`config.mk`:
```
export PLATFORM = sky130hd
export DESIGN_NAME = menu_input_qualifier_core
export DESIGN_NICKNAME = d
export VERILOG_FILES = /design/src/hdl/miq_pkg.sv /design/src/hdl/menu_input_qualifier_core.sv
export SDC_FILE = /design/constraint.sdc
export NUM_CORES = 1
export LEC_CHECK = 0
export BUFFER_PORTS_ARGS = -buffer_cell sky130_fd_sc_hd__buf_4
export CAP_MARGIN = 20
export CORE_MARGIN = 2
export CORE_UTILIZATION = 41
export CTS_CLUSTER_DIAMETER = 60
export DETAILED_ROUTE_END_ITERATION = 10
export GPL_TIMING_DRIVEN = 0
export PLACE_DENSITY = 0.62
export RECOVER_POWER = 50
export SLEW_MARGIN = 20
export SYNTH_ARGS = -nofsm -noshare
export SYNTH_HDL_FRONTEND = slang
export SYNTH_SLANG_ARGS = --single-unit
```
`constraint.sdc`:
```
create_clock -name clk -period 18 [get_ports clk]
set_input_delay 5.4 -clock clk [delete_from_list [all_inputs] [get_ports clk]]
set_output_delay 5.4 -clock clk [all_outputs]
set_load 0.02 [all_outputs]
```
`src/hdl/miq_pkg.sv`:
```
// Shared constants for the menu input qualifier: event codes, register
// indexes, reset values and field widths. No dependencies.
package miq_pkg;

  localparam int SampleBitsDefault = 12;

  localparam int EventBits = 3;
  localparam int CfgIndexBits = 3;
  localparam int CfgDataBits = 16;
  localparam int CenterBits = 12;
  localparam int CountBits = 11;
  localparam int DebounceBits = 16;
  localparam int TimeBits = 32;

  localparam logic [EventBits-1:0] EV_NONE   = 3'd0;
  localparam logic [EventBits-1:0] EV_UP     = 3'd1;
  localparam logic [EventBits-1:0] EV_DOWN   = 3'd2;
  localparam logic [EventBits-1:0] EV_SELECT = 3'd3;
  localparam logic [EventBits-1:0] EV_BACK   = 3'd4;

  localparam logic [CfgIndexBits-1:0] REG_ENABLED  = 3'd0;
  localparam logic [CfgIndexBits-1:0] REG_CENTER   = 3'd1;
  localparam logic [CfgIndexBits-1:0] REG_DEADZONE = 3'd2;
  localparam logic [CfgIndexBits-1:0] REG_TRIGGER  = 3'd3;
  localparam logic [CfgIndexBits-1:0] REG_DEBOUNCE = 3'd4;

  localparam logic [CenterBits-1:0]   CenterDefault = 12'd2048;
  localparam logic [CountBits-1:0]    DeadzoneReset = 11'd102;
  localparam logic [CountBits-1:0]    TriggerReset  = 11'd1024;
  localparam logic [DebounceBits-1:0] DebounceReset = 16'd20;

endpackage

```
`src/hdl/menu_input_qualifier_core.sv`:
```
// Menu input qualifier: debounces two buttons and applies hysteresis to one
// joystick axis, giving one menu event per poll. Depends on miq_pkg.
//
// Usage:
//   Polls arrive on the s_axis channel; tdata holds, from bit 0 up,
//   select_level, back_level, joy_sample (SAMPLE_BITS) and now_ms (32 bits),
//   zero-padded to whole bytes. Buttons are active low.
//   Each accepted poll yields exactly one event on m_axis, tdata[2:0] =
//   menu_event (0 none, 1 up, 2 down, 3 select, 4 back).
//   The event appears in the output register on the cycle after the
//   request is accepted. Throughput is one poll per cycle while the
//   receiver takes events; the button and tilt state update in the same
//   cycle the poll is taken. When the receiver stalls, the event holds in
//   the output register and s_axis_tready drops until it is taken; a new
//   poll is taken in the same cycle the held event leaves.
//   The cfg channel writes registers by index (0 enabled, 1 adc_center,
//   2 deadzone_counts, 3 trigger_counts, 4 debounce_ms); it is always ready
//   and should be used only while the block is idle.
//   Reset (rst, synchronous) disables the block, loads the default register
//   values, clears all button and tilt state and empties the output.
module menu_input_qualifier_core #(
  parameter int SAMPLE_BITS = miq_pkg::SampleBitsDefault
) (
  input  logic clk,
  input  logic rst,
  input  logic s_axis_tvalid,
  output logic s_axis_tready,
  // select_level, back_level, joy_sample, now_ms; zero-padded to bytes.
  input  logic [((2 + SAMPLE_BITS + miq_pkg::TimeBits + 7) / 8) * 8 - 1:0] s_axis_tdata,
  output logic m_axis_tvalid,
  input  logic m_axis_tready,
  // menu_event in bits 2:0, upper bits zero.
  output logic [7:0] m_axis_tdata,
  input  logic cfg_valid,
  output logic cfg_ready,
  input  logic [miq_pkg::CfgIndexBits-1:0] cfg_index,
  input  logic [miq_pkg::CfgDataBits-1:0]  cfg_data
);
  import miq_pkg::*;

  localparam int JoyLsb = 2;
  localparam int TimeLsb = JoyLsb + SAMPLE_BITS;
  // Signed compare width that holds the offset and the negated thresholds.
  localparam int CmpBits = ((SAMPLE_BITS > CountBits) ? SAMPLE_BITS : CountBits) + 2;

  localparam logic [1:0] TILT_CENTER = 2'd0;
  localparam logic [1:0] TILT_UP     = 2'd1;
  localparam logic [1:0] TILT_DOWN   = 2'd2;

  // Configuration registers.
  logic                    enabled;
  logic [SAMPLE_BITS-1:0]  adc_center;
  logic [CountBits-1:0]    deadzone_counts;
  logic [CountBits-1:0]    trigger_counts;
  logic [DebounceBits-1:0] debounce_ms;

  // Qualifier state.
  logic                select_down, select_done;
  logic [TimeBits-1:0] select_since;
  logic                back_down, back_done;
  logic [TimeBits-1:0] back_since;
  logic [1:0]          tilt_state;

  logic                select_down_next, select_done_next;
  logic [TimeBits-1:0] select_since_next;
  logic                back_down_next, back_done_next;
  logic [TimeBits-1:0] back_since_next;
  logic [1:0]          tilt_state_next;

  logic                out_valid;
  logic [EventBits-1:0] out_event;
  logic [EventBits-1:0] event_next;

  logic                   s_accept;
  logic                   sel_low, back_low;
  logic [SAMPLE_BITS-1:0] joy;
  logic [TimeBits-1:0]    now;
  logic [TimeBits-1:0]    sel_held, back_held;
  logic signed [CmpBits-1:0] off, dz, tr;
  logic                   centered;

  assign cfg_ready = 1'b1;
  assign s_axis_tready = !out_valid || m_axis_tready;
  assign s_accept = s_axis_tvalid && s_axis_tready;
  assign m_axis_tvalid = out_valid;
  assign m_axis_tdata = {{(8 - EventBits){1'b0}}, out_event};

  assign sel_low  = !s_axis_tdata[0];
  assign back_low = !s_axis_tdata[1];
  assign joy = s_axis_tdata[JoyLsb +: SAMPLE_BITS];
  assign now = s_axis_tdata[TimeLsb +: TimeBits];

  assign sel_held  = now - select_since;
  assign back_held = now - back_since;

  assign off = CmpBits'(signed'({1'b0, joy})) - CmpBits'(signed'({1'b0, adc_center}));
  assign dz = signed'(CmpBits'(deadzone_counts));
  assign tr = signed'(CmpBits'(trigger_counts));
  assign centered = (off <= dz) && (off >= -dz);

  always_comb begin
    select_down_next  = select_down;
    select_done_next  = select_done;
    select_since_next = select_since;
    back_down_next    = back_down;
    back_done_next    = back_done;
    back_since_next   = back_since;
    tilt_state_next   = tilt_state;
    event_next        = EV_NONE;

    if (enabled) begin
      // Select stage.
      if (sel_low && !select_down) begin
        select_down_next  = 1'b1;
        select_since_next = now;
        select_done_next  = 1'b0;
      end else if (!sel_low) begin
        select_down_next = 1'b0;
        select_done_next = 1'b0;
      end else if (!select_done && (sel_held >= TimeBits'(debounce_ms))) begin
        select_done_next = 1'b1;
        event_next = EV_SELECT;
      end

      // Back stage runs only when select did not fire.
      if (event_next == EV_NONE) begin
        if (back_low && !back_down) begin
          back_down_next  = 1'b1;
          back_since_next = now;
          back_done_next  = 1'b0;
        end else if (!back_low) begin
          back_down_next = 1'b0;
          back_done_next = 1'b0;
        end else if (!back_done && (back_held >= TimeBits'(debounce_ms))) begin
          back_done_next = 1'b1;
          event_next = EV_BACK;
        end
      end

      // Joystick hysteresis runs only when neither button fired.
      if (event_next == EV_NONE) begin
        case (tilt_state)
          TILT_UP: begin
            if (off <= dz) tilt_state_next = TILT_CENTER;
          end
          TILT_DOWN: begin
            if (off >= -dz) tilt_state_next = TILT_CENTER;
          end
          default: begin
            tilt_state_next = TILT_CENTER;
            if (!centered && (off > tr)) begin
              tilt_state_next = TILT_UP;
              event_next = EV_UP;
            end else if (!centered && (off < -tr)) begin
              tilt_state_next = TILT_DOWN;
              event_next = EV_DOWN;
            end
          end
        endcase
      end
    end
  end

  always_ff @(posedge clk) begin
    if (rst) begin
      enabled         <= 1'b0;
      adc_center      <= SAMPLE_BITS'(CenterDefault);
      deadzone_counts <= DeadzoneReset;
      trigger_counts  <= TriggerReset;
      debounce_ms     <= DebounceReset;
    end else if (cfg_valid && cfg_ready) begin
      case (cfg_index)
        REG_ENABLED:  enabled         <= cfg_data[0];
        REG_CENTER:   adc_center      <= SAMPLE_BITS'(cfg_data[CenterBits-1:0]);
        REG_DEADZONE: deadzone_counts <= cfg_data[CountBits-1:0];
        REG_TRIGGER:  trigger_counts  <= cfg_data[CountBits-1:0];
        REG_DEBOUNCE: debounce_ms     <= cfg_data[DebounceBits-1:0];
        default: ;
      endcase
    end
  end

  always_ff @(posedge clk) begin
    if (rst) begin
      select_down  <= 1'b0;
      select_done  <= 1'b0;
      select_since <= '0;
      back_down    <= 1'b0;
      back_done    <= 1'b0;
      back_since   <= '0;
      tilt_state   <= TILT_CENTER;
      out_valid    <= 1'b0;
    end else begin
      if (s_accept) begin
        select_down  <= select_down_next;
        select_done  <= select_done_next;
        select_since <= select_since_next;
        back_down    <= back_down_next;
        back_done    <= back_done_next;
        back_since   <= back_since_next;
        tilt_state   <= tilt_state_next;
        out_valid    <= 1'b1;
      end else if (m_axis_tready) begin
        out_valid <= 1'b0;
      end
    end
  end

  always_ff @(posedge clk) begin
    if (s_accept) out_event <= event_next;
  end

  // A button can only have fired while it is still held.
  assert property (@(posedge clk) disable iff (rst) select_done |-> select_down)
    else $error("select_done set without select_down");
  assert property (@(posedge clk) disable iff (rst) back_done |-> back_down)
    else $error("back_done set without back_down");
  // The unused tilt code is never entered.
  assert property (@(posedge clk) disable iff (rst) tilt_state != 2'd3)
    else $error("tilt_state reached unused code");
  // A disabled block answers every poll with no event.
  assert property (@(posedge clk) disable iff (rst)
    s_accept && !enabled |=> out_valid && (out_event == EV_NONE))
    else $error("event produced while disabled");
  // A poll that fires a button leaves the tilt state untouched.
  assert property (@(posedge clk) disable iff (rst)
    s_accept && ((event_next == EV_SELECT) || (event_next == EV_BACK))
    |=> tilt_state == $past(tilt_state))
    else $error("tilt state changed on a button event");

endmodule

```
Word level (Yosys, flattened, before mapping)
Cells that the tools add are included.

Add/subtract/negate cells: 5. Equal/unequal tests: 8. $mul: 0. Div/mod/pow operators: 0. Shift-type cells: 0. $lt $le $gt $ge: 6. Reduce and logical (&&, ||, !) cells: 38. Bitwise operators: 0. Multiplexer cells: 30.

Operators with widths (count): $ge 32x16->1 (2); $sub 32x32->32 (2); $mux 3 (10); $neg 11->14 (2); $ge 13x14->1 (1); $lt 13x14->1 (1); $mux 2 (7); $gt 13x12->1 (1); $le 13x12->1 (1); $sub 12x12->13 (1); $mux 1 (12); $reduce_and 4->1 (3); $reduce_and 2->1 (5); $logic_not 3->1 (3); $reduce_and 3->1 (3); $logic_and 1x1->1 (8); $logic_not 1->1 (8); $eq 3x2->1 const B (2); $reduce_bool 2->1 (3); $reduce_bool 3->1 (2); $reduce_and 5->1 (1); $ne 2x2->1 const B (2); $pmux 2 s2 (1); $eq 3x1->1 const B (1); 5 further kinds (5).

Memory bits (read-only): 0. Bits in writable memories: 0. Word-level logic and storage cells: 101. Bits of input ports: 72. Output and inout bits: 11. Latch bits: 0. Bits in registers: 125. Memories: 0.

Depth between registers and ports, before layout
Depth after elaboration: 16. Mapped depth: 23. Mapped depth without buffers: 23.

Worst setup path after synthesis
OpenSTA, ideal clock, no wires.

Kind: input port to output port. Start: input m_axis_tready. End: output s_axis_tready. Path buffers: 0. Arrival time: 5.639 ns. Cell stages on the path: 1. Data required time: 12.600 ns. Setup slack: 6.961 ns. Cells stage by stage: nand2b_1.

Longest elaborated chain between the ends: 1.

Ends and longest elaborated chain: from (decl) (RTL line menu_input_qualifier_core.sv:31) `input logic m_axis_tready,`; $logic_or 1x1->1 (RTL line menu_input_qualifier_core.sv:83) `assign s_axis_tready = !out_valid || m_axis_tready;`; to (decl) (RTL line menu_input_qualifier_core.sv:27) `output logic s_axis_tready,`.

No other way between the ends.

Worst setup path after layout
Same ends and word-level chain as after synthesis.

==> impl_metrics.json <==
{
  "status": "finished, final reports clean",
  "max_freq_mhz": 88.87,
  "diodes": 0,
  "grt_pass1_vias": 10330,
  "io_buffers": 73,
  "antenna_found_initial": 0,
  "detail_route.first_pass.iterations": 5,
  "pre_cts_ws_ns": 6.744,
  "grt_max_degree": 17,
  "cts.sink_count": 125,
  "coreArea_mm2": 0.02710,
  "crit_arrival_ns": 5.85,
  "timing.rr.start": "select_since[4]",
  "crit_type": "in -> out",
  "die_x_um": 170.5,
  "gp_congestion": 0.9270,
  "holdWs_ns": 0.4525,
  "die_area_mm2": 0.02907,
  "synthDistinctLibCells": 78,
  "fillerInstances": 2756,
  "nNetsFinal": 1861,
  "utilization_pct": 47.87,
  "p_leak_nw": 5.215,
  "rows": 60,
  "place_area_mm2": 0.01240,
  "slowest_delay_ns": 0.18,
  "post-place-cells": 1981,
  "htreeDepth": 4,
  "final_cells": 2013,
  "syn_avg_cell_area_um2": 7.420,
  "r2r_slack_ns": 12.27,
  "critPathTopFamily": "buffers and inverters",
  "synth_edf_count": 3,
  "drtIter0Drc": 840,
  "finalCritPeriodShare_pct": 62.51,
  "numCtsBuffers": 17,
  "cts_root_buffer": "clkbuf_16",
  "cts_resized": 0,
  "relSlewSlack_pct": 31.65,
  "whs_endpoint": "select_since[6]",
  "cts.path.max_buffers": 2,
  "cts_tree": "yes",
  "io-pin-count": 83,
  "final_common_cell": "nand2_1",
  "finalSetupViolations": 0,
  "route.detailed.drc": 0,
  "hold_path_class": "reg -> reg",
  "fin_total_pwr_uw": 864.3,
  "required_ns": 12.60,
  "worst_pin_slew_ns": 1.017,
  "grt_pass1_wl_mm": 53.72,
  "worstHoldStart": "select_since[6]",
  "vias": 10960,
  "skew_ns": 0.009229,
  "reg2reg_depth": 20,
  "synth_warnings": 0,
  "ys_seq_elements": 125,
  "synthCells": 1532,
  "tns_ns": 0,
  "irDropWorstVdd_mv": 0.04939,
  "post-route-cell-area_mm2": 0.01297,
  "end_kind": "output port",
  "cts_setup_buffers": 0,
  "critical_path_buf_inv_count": 2,
  "final_max_slew_viol_count": 0,
  "path_max_fanout": 4,
  "via_per_inst": 5.445,
  "min_period_ns": 11.25,
  "maxCapViolCount": 0,
  "die_h_um": 170.5,
  "power_density_mw_per_mm2": 66.62,
  "rr_endpoint": "back_since[9]",
  "clkTransAtPathRegs_ns": 0.06,
  "setup_slack_ns": 6.748,
  "synth_area_mm2": 0.01137,
  "wire_per_inst_um": 16.52,
  "worstPathCellList": "clkbuf_4 > nand2b_1 > buf_4",
  "worst_path_max_delay_cell": "buf_4",
  "globalRouteTotalUtil_pct": 23.27,
  "start_util_pct": 41.94,
  "drtAntennaViolNets": 0,
  "final_cell_mix": "nand2_1 (233), a21oi_1 (166), ha_1 (158)",
  "dpl.hpwl_mm": 26.90,
  "ys_seq_area_share_pct": 22.28,
  "whs_path_depth": 2,
  "synth-main-ff-cell": "dfxtp_1",
  "grt-ovfl-total": 0,
  "worstSetupStartpointType": "input pin",
  "drive_above_1_share_pct": 7.861,
  "area_delta_synth_final_pct": 14.12,
  "clkLatencyLatePin_ns": 0.43,
  "synth_async_sr_flop_share_pct": 0,
  "drt_wl_total_mm": 33.25,
  "hold_buffers": 0,
  "finalHoldViolCount": 0,
  "rsz0062_at_grt": "false"
}
## layout make-up
cell class	instances	area [um^2]	area share (%)
multi-input combinational	1203	8031	61.91
timing repair buffer	73	525.5	4.051
tap	372	465.4	3.588
buffer	64	277.8	2.141
sequential	125	2532	19.52
inverter	144	540.5	4.167
clock buffer	18	450.4	3.472
clock inverter	14	148.9	1.148
## cells by family (layout without fill, tap and decap cells)
logic type	after synthesis	in the layout	synth area share, %
other	2	6	0.06607
buffers and inverters	208	313	7.199
adder cells (fa/ha/maj)	161	161	17.92
AND/OR/NAND/NOR	533	533	21.42
flip-flops	125	125	22.28
XOR/XNOR	67	67	5.162
multiplexers	38	38	3.346
AO/OA/AOI/OAI	398	398	22.61
## per-layer routing
metal / track usage [%] / wire, um / vias up
li1: - / - / 5597
met1: 32.25 / 16380 / 5047
met2: 37.95 / 14900 / 281
met3: 2.776 / 1325 / 36
met4: 6.800 / 643 / 0
met5: 0 / 0 / -
## worst min-delay path, cell delays in order, from the launching register on
cell and delay [ns]:
dfxtp_1 0.31, nand2_1 0.05, a21oi_1 0.05
## worst max path at each step
stage	start	to	slack (ns)	cells after the start
3_5_place_dp	m_axis_tready	s_axis_tready	6.74	3
6_report	m_axis_tready	s_axis_tready	6.75	3
2_1_floorplan	m_axis_tready	s_axis_tready	6.96	1
4_1_cts	m_axis_tready	s_axis_tready	6.74	3
3_3_place_gp	m_axis_tready	s_axis_tready	6.75	3
5_1_grt	m_axis_tready	s_axis_tready	6.71	3
## sequential cells by signal, summed over array words and instances (netlist names)
name / count
back_since: 32
select_since: 32
debounce_ms: 16
adc_center: 12
deadzone_counts: 11
trigger_counts: 11
out_event: 3
tilt_state: 2
back_done: 1
back_down: 1
enabled: 1
m_axis_tvalid: 1
select_done: 1
select_down: 1
## power by group
group	switching [mW]	internal [mW]	total, mW
sequential	0.00278	0.281	0.284
combinational	0.132	0.0898	0.222
clock	0.154	0.204	0.358
## cell usage after synthesis, drive strengths merged, types with 12 or more instances
master | instances | area (um^2)
a211oi | 22 | 165.2
dfxtp | 122 | 2442
nor3 | 26 | 130.1
a21oi | 166 | 830.8
nand4 | 27 | 168.9
inv | 144 | 540.5
nand2 | 233 | 874.6
or3 | 13 | 81.33
nor2 | 116 | 435.4
xnor2 | 46 | 402.9
ha | 158 | 1977
o21ai | 54 | 274.0
nor2b | 13 | 81.33
buf | 12 | 82.57
mux2i | 38 | 380.4
a21o | 30 | 225.2
nand3 | 33 | 165.2
xor2 | 21 | 183.9
nand2b | 16 | 100.1
clkbuf | 52 | 195.2
o21a | 22 | 165.2
Note: power is estimated with default switching activity, not from simulation.
